==> config.mk <==
export PLATFORM = sky130hd
export DESIGN_NAME = sma_div
export DESIGN_NICKNAME = d
export VERILOG_FILES = /design/src/design/sma_pkg.sv /design/src/design/sma_div.sv
export SDC_FILE = /design/constraint.sdc
export NUM_CORES = 1
export LEC_CHECK = 0
export ABC_AREA = 1
export BUFFER_PORTS_ARGS = -buffer_cell sky130_fd_sc_hd__buf_2
export CAP_MARGIN = 15
export CORE_MARGIN = 3
export CORE_UTILIZATION = 40
export DETAILED_ROUTE_END_ITERATION = 12
export PLACE_DENSITY = 0.6
export SETUP_SLACK_MARGIN = 0.3
export SYNTH_ARGS = -nofsm -noshare
export SYNTH_HDL_FRONTEND = slang
export SYNTH_SLANG_ARGS = --single-unit
==> constraint.sdc <==
create_clock -name clk -period 3.4 [get_ports clk]
set_input_delay 0.51 -clock clk [delete_from_list [all_inputs] [get_ports clk]]
set_output_delay 0.51 -clock clk [all_outputs]
set_load 0.005 [all_outputs]
==> src/design/sma_pkg.sv <==
// ----------------------------------------------------------------------------
// sma_pkg
// Shared types and constants of the stack machine arithmetic unit.
// ----------------------------------------------------------------------------
package sma_pkg;

  localparam int STACK_DEPTH = 1024;
  localparam int WORD_WIDTH  = 32;
  localparam int ADDR_W      = $clog2(STACK_DEPTH);
  localparam int DEPTH_W     = $clog2(STACK_DEPTH + 1);
  localparam int CNT_W       = $clog2(WORD_WIDTH + 1);

  localparam int REQ_W    = 3;
  localparam int LINE_W   = 32;
  localparam int STATUS_W = 2;

  localparam int IN_BITS    = REQ_W + WORD_WIDTH + LINE_W;
  localparam int OUT_BITS   = STATUS_W + WORD_WIDTH + DEPTH_W + LINE_W;
  localparam int IN_DATA_W  = ((IN_BITS + 7) / 8) * 8;
  localparam int OUT_DATA_W = ((OUT_BITS + 7) / 8) * 8;

  typedef enum logic [REQ_W-1:0] {
    REQ_PUSH = 3'd0,
    REQ_ADD  = 3'd1,
    REQ_SUB  = 3'd2,
    REQ_MUL  = 3'd3,
    REQ_DIV  = 3'd4,
    REQ_MOD  = 3'd5
  } req_t;

  typedef enum logic [STATUS_W-1:0] {
    ST_OK      = 2'd0,
    ST_SHORT   = 2'd1,
    ST_DIVZERO = 2'd2,
    ST_FULL    = 2'd3
  } status_t;

endpackage

==> src/design/sma_div.sv <==
// ----------------------------------------------------------------------------
// sma_div
// Restoring unsigned divider, one quotient bit per cycle.
// ----------------------------------------------------------------------------
module sma_div import sma_pkg::*; (
  input  logic                  clk,
  input  logic                  rst_n,
  input  logic                  start,
  input  logic [WORD_WIDTH-1:0] dividend,
  input  logic [WORD_WIDTH-1:0] divisor,
  output logic                  busy,
  output logic                  done,
  output logic [WORD_WIDTH-1:0] quotient,
  output logic [WORD_WIDTH-1:0] remainder
);

  logic [WORD_WIDTH-1:0] quo_r, quo_nxt;
  logic [WORD_WIDTH-1:0] rem_r, rem_nxt;
  logic [WORD_WIDTH-1:0] dsr_r, dsr_nxt;
  logic [CNT_W-1:0]      cnt_r, cnt_nxt;
  logic                  busy_r, busy_nxt;
  logic                  done_r, done_nxt;
  logic [WORD_WIDTH:0]   trial;
  logic [WORD_WIDTH:0]   diff;

  assign trial = {rem_r, quo_r[WORD_WIDTH-1]};
  assign diff  = trial - {1'b0, dsr_r};

  always_comb begin
    quo_nxt  = quo_r;
    rem_nxt  = rem_r;
    dsr_nxt  = dsr_r;
    cnt_nxt  = cnt_r;
    busy_nxt = busy_r;
    done_nxt = 1'b0;
    if (start) begin
      quo_nxt  = dividend;
      rem_nxt  = '0;
      dsr_nxt  = divisor;
      cnt_nxt  = CNT_W'(WORD_WIDTH);
      busy_nxt = 1'b1;
    end else if (busy_r) begin
      // Keep the trial difference when it did not go negative.
      rem_nxt = diff[WORD_WIDTH] ? trial[WORD_WIDTH-1:0] : diff[WORD_WIDTH-1:0];
      quo_nxt = {quo_r[WORD_WIDTH-2:0], ~diff[WORD_WIDTH]};
      cnt_nxt = cnt_r - CNT_W'(1);
      if (cnt_r == CNT_W'(1)) begin
        busy_nxt = 1'b0;
        done_nxt = 1'b1;
      end
    end
  end

  always_ff @(posedge clk) begin
    quo_r <= quo_nxt;
    rem_r <= rem_nxt;
    dsr_r <= dsr_nxt;
    if (!rst_n) begin
      cnt_r  <= '0;
      busy_r <= 1'b0;
      done_r <= 1'b0;
    end else begin
      cnt_r  <= cnt_nxt;
      busy_r <= busy_nxt;
      done_r <= done_nxt;
    end
  end

  assign busy      = busy_r;
  assign done      = done_r;
  assign quotient  = quo_r;
  assign remainder = rem_r;

endmodule

# --- Yosys cells after proc, flatten, opt, wreduce, memory -nomap -nowiden ---
# Index checks and enable logic that the tools add are counted.
op_classes:
  n_addsub: 2
  multipliers: 0
  div_mod_pow: 0
  magnitude_cmp: 0
  eq_ne: 1
  n_shift: 0
  muxes: 9
  bitwise: 3
  n_reduce_logical: 3
ops:
  columns: ["operator", "count"]
  rows:
  - ["32-bit two-way mux", 3]
  - ["33-bit by 32-bit subtractor with 33-bit output", 1]
  - ["6-bit two-way mux", 2]
  - ["6-bit by 1-bit equality test with 1-bit output (second input constant)", 1]
  - ["6-bit by 1-bit subtractor with 6-bit output (second input constant)", 1]
  - ["1-bit two-way mux", 4]
  - ["1-bit NOT", 3]
  - ["3-bit OR reduction", 1]
  - ["2-bit nonzero test", 1]
  - ["2-bit OR reduction", 1]
word_totals:
  ff_bits: 104
  latchBits: 0
  ram_bits: 0
  romBits: 0
  elab_cells: 25
  memories: 0

# --- Logic depth before layout (Yosys ltp) ---
logic_depth:
  ltp_word: 4
  depth_mapped: 18
  mapped_depth_nobuf: 17

# --- Worst setup path after synthesis ---
# OpenSTA, ideal clock, no wires.
synth_timing:
  path_type: "register -> register"
  start: "register quo_r[31] (netlist: quotient[31])"
  end: "register quo_r[0] (netlist: quotient[0]) (data pin)"
  setup_time_ns: 0.265
  arrival_ns: 1.948
  t_required_ns: 3.135
  setup_slack_ns: 1.187
  stages_incl_launch_ff: 17
  cell_sequence: "edfxtp_1 -> inv_1 -> ha_1 -> fa_1 -> inv_1 -> nand2_1 -> nand2_1 -> nand3_1 -> nand2_2 -> nand2_2 -> nand2_2 -> nand2_4 -> nand2_4 -> nand2_2 -> nand2_4 -> buf_12 -> o21ai_1"
synth_via:
  elab_chain_len: 4
synth_lines:
  columns: ["element", "line", "rtl"]
  rows:
  - ["from (decl)", "sma_div.sv:17", "logic [WORD_WIDTH-1:0] quo_r, quo_nxt;"]
  - ["from (signal assigned)", "sma_div.sv:55", "quo_r <= quo_nxt;"]
  - ["33-bit by 32-bit subtractor with 33-bit output", "sma_div.sv:27", "assign diff = trial - {1'b0, dsr_r};"]
  - ["1-bit NOT", "sma_div.sv:45", "quo_nxt = {quo_r[WORD_WIDTH-2:0], ~diff[WORD_WIDTH]};"]
  - ["32-bit two-way mux", "sma_div.sv:42", "end else if (busy_r) begin"]
  - ["32-bit two-way mux", "sma_div.sv:36", "if (start) begin"]
  - ["via quo_nxt[0]", "sma_div.sv:17", null]
# The timed path passes the listed nets, and every way through them passes these cells. The select of a mux whose other input is x is not followed.
# A chain may end at the register's enable or synchronous reset.

# --- Final worst setup path ---
layout_timing:
  start: "register quo_r[31] (netlist: quotient[31])"
  end: "register rem_r[2] (netlist: remainder[2])"
layout_via:
  elab_chain_len: 2
layout_lines:
  columns: ["element", "line", "rtl"]
  rows:
  - ["33-bit by 32-bit subtractor with 33-bit output", "sma_div.sv:27", null]
  - ["32-bit two-way mux", "sma_div.sv:44", "rem_nxt = diff[WORD_WIDTH] ? trial[WORD_WIDTH-1:0] : diff[WORD_WIDTH-1:0];"]
  - ["to (signal assigned)", "sma_div.sv:56", "rem_r <= rem_nxt;"]
  - ["to (decl)", "sma_div.sv:18", "logic [WORD_WIDTH-1:0] rem_r, rem_nxt;"]
# No other way between the ends.

==> impl_metrics.py <==
metrics = {
    "clock_network": {
        "clk_latency_ns": 0.37,
        "cts_tree": "built",
        "clkSlewWorstSetupHoldPaths_ns": 0.09,
        "cts.sinks": 104,
        "cts.hold.buffers_added": 0,
        "htree_levels": 3,
        "clockBufferDepth": 2,
        "cts_resized": 0,
        "cts_made_buffers": 9,
        "cts-root-buf": "clkbuf_16",
        "post_cts_buffers": 0,
    },
    "cells_and_area": {
        "final_nets": 1270,
        "n_antenna_cell": 0,
        "layout_common_cells": "nand2_1 (445), inv_1 (202), buf_2 (132)",
        "area_growth_syn_to_layout_pct": 16.5,
        "fin_util_pct": 47.7,
        "n_fill_cell": 1837,
        "design_area_um2": 8240,
        "drive_gt1_share_pct": 18.2,
        "final_common_cell": "nand2_1",
    },
    "critical_path": {
        "path_class": "flop to flop",
        "startpoint_type": "flop",
        "cp_max_fo": 28,
        "cp-end-kind": "flop",
        "worst_ep_required_time_ns": 3.66,
        "arrival_ns": 2.79,
    },
    "sta": {
        "tightest_slew_ns": 0.887,
        "tns_ns": 0,
        "fin_crit_sh_pct": 74.2,
        "finalMaxSlewViolations": 0,
        "clock_skew_ns": 0.0168,
        "fin_ws_ns": 0.876,
        "setup_viol": 0,
        "fin_crit_ns": 2.52,
        "hold_viol_final": 0,
        "max_slew_margin_pct": 40.7,
        "rsz0062_at_grt": "no",
        "timing.fmax_mhz": 396,
    },
    "placement": {
        "hpwl_um": 13800,
        "place_area_um2": 7940,
        "pre_cts_ws_ns": 0.842,
        "portBuffers": 132,
        "gp_congestion": 0.982,
    },
    "pwr": {
        "swShare_pct": 28.5,
        "seqPwrFrac_pct": 49.7,
        "p_leak_nw": 4.64,
        "power_frac_comb_pct": 13.5,
        "power_density_nw_per_um2": 357,
        "peakVddDrop_mv": 0.258,
        "p_clk_share_pct": 36.8,
        "p_switching_mw": 0.839,
        "p_int_mw": 2.11,
    },
    "global_routing": {
        "grt_start_max_net_pins": 41,
        "grt_use_total_pct": 19.0,
        "first_global_vias": 6192,
        "grt_first_pass_wirelength_um": 30100,
        "grt-ovfl-total": 0,
        "antenna_found_initial": 0,
    },
    "drt": {
        "totalWireLength_um": 17700,
        "drt_iter0_drc": 299,
        "dr.pass1.iters": 4,
        "wl_per_cell_um": 12.7,
        "postRouteAntennaNets": 0,
        "vias": 6194,
        "viasPerCell": 4.43,
        "post-route-drc-count": 0,
    },
    "floorplanning": {
        "fp.dieH_um": 139,
        "core-area_um2": 17300,
        "die_w_um": 139,
        "rows": 48,
        "initial_core_util_pct": 40.9,
        "die_area_um2": 19300,
        "ios": 133,
    },
    "outcome": {
        "status": "finished clean",
    },
    "yosys": {
        "synthArstFlopShare_pct": 0,
        "synth_seq_cells": 104,
        "post_synth_num_cell_types": 43,
        "ys_warn_count": 0,
        "syn_avg_cell_area_um2": 6.82,
        "netlist_area_um2": 7080,
        "ys.flop_type": "edfxtp_1",
        "synth_nets": 1140,
        "synth_edf_count": 64,
        "yosysSeqAreaShare_pct": 38.5,
        "synthCells": 1038,
    },
    "flow_run": {
        "max_cap_violations": 0,
    },
    "hold_path": {
        "hold_class": "primary input to flop",
    },
}
## worst paths after layout
path	start	end	slack (ns)	cells after the start
hold reg to reg	remainder[20]$_SDFFE_PP0P_	remainder[20]$_SDFFE_PP0P_	0.49	2
hold / removal	divisor[30]	dsr_r[30]$_DFFE_PP_	0.31	1
setup reg to reg	quotient[31]$_DFFE_PP_	remainder[2]$_SDFFE_PP0P_	0.88	17
setup / recovery	quotient[31]$_DFFE_PP_	remainder[2]$_SDFFE_PP0P_	0.88	17
## layout make-up
type	count	area (um2)	area share (%)
clock buffer	9	225	2.73
clock inverter	7	83.8	1.02
inverter	210	788	9.56
multi-input combinational	706	3440	41.8
sequential	104	2720	33.0
tap	225	282	3.41
timing repair buffer	137	698	8.47
## stage by stage
stage / hold WS, ns / std cells / power, mW
5_1_grt: 0.298 / 1398 / 3.10
6_report: 0.309 / 1398 / 2.94
2_1_floorplan: 0.461 / 1038 / 1.73
3_5_place_dp: 0.478 / 1382 / 1.89
4_1_cts: 0.293 / 1398 / 2.99
3_3_place_gp: 0.479 / 1382 / 1.89
## critical path, cell delays in order, from the launching register on
cell	delay, ns
edfxtp_1	0.34
inv_1	0.06
ha_1	0.23
fa_1	0.40
inv_1	0.09
nand2_1	0.05
nand2_1	0.07
nand3_1	0.08
nand2_2	0.12
nand2_2	0.06
nand2_2	0.09
nand2_4	0.07
nand2_4	0.08
nand2_4	0.07
nand2_4	0.35
nand2_1	0.11
nand3_1	0.10
nand2_1	0.05
## per-layer routing
layer / wire (um) / GRT usage, %
met4: 247 / 4.79
met3: 900 / 4.52
met5: 0 / 0
met1: 8340 / 24.5
met2: 8240 / 32.2
## power groups by stage
stage	Sequential, mW	Combinational (mW)	Clock, mW
floorplan	1.49	0.239	0
global placement	1.49	0.400	0
detailed placement	1.49	0.403	0
CTS	1.47	0.403	1.12
global route	1.48	0.457	1.17
finish	1.47	0.397	1.08
## Yosys cell counts (2+ instances only)
master	instances	area [um2]
a21oi_2	3	26.3
nor3_1	10	50.1
nand3_2	7	70.1
and2_1	7	43.8
inv_1	202	758
o21ai_1	5	25.0
nand4_1	6	37.5
dfxtp_1	40	801
clkbuf_1	8	30.0
nand2_4	5	56.3
buf_6	2	22.5
nor3b_1	2	15.0
o21ai_0	2	10.0
inv_2	7	26.3
ha_1	34	425
nor2_1	50	188
nand2_2	31	194
buf_2	2	10.0
nand3b_1	2	15.0
xor2_1	3	26.3
nand3_1	52	260
buf_8	2	30.0
xnor2_1	12	105
a21oi_1	17	85.1
nand2_1	445	1670
edfxtp_1	64	1920
o21bai_1	2	15.0
## logic make-up after synthesis
family,after synthesis,synth area share (%)
compound gates,32,2.72
xor+xnor,15,1.86
fa+ha+maj,35,6.29
buf+inv,228,13.0
flops,104,38.5
simple gates,624,37.7
## sequential cells by signal, indices dropped and copies added, names as in the netlist
name	count
done	1
remainder	32
cnt_r	6
quotient	32
dsr_r	32
busy	1
No activity file was read; power rests on OpenSTA's default activity.
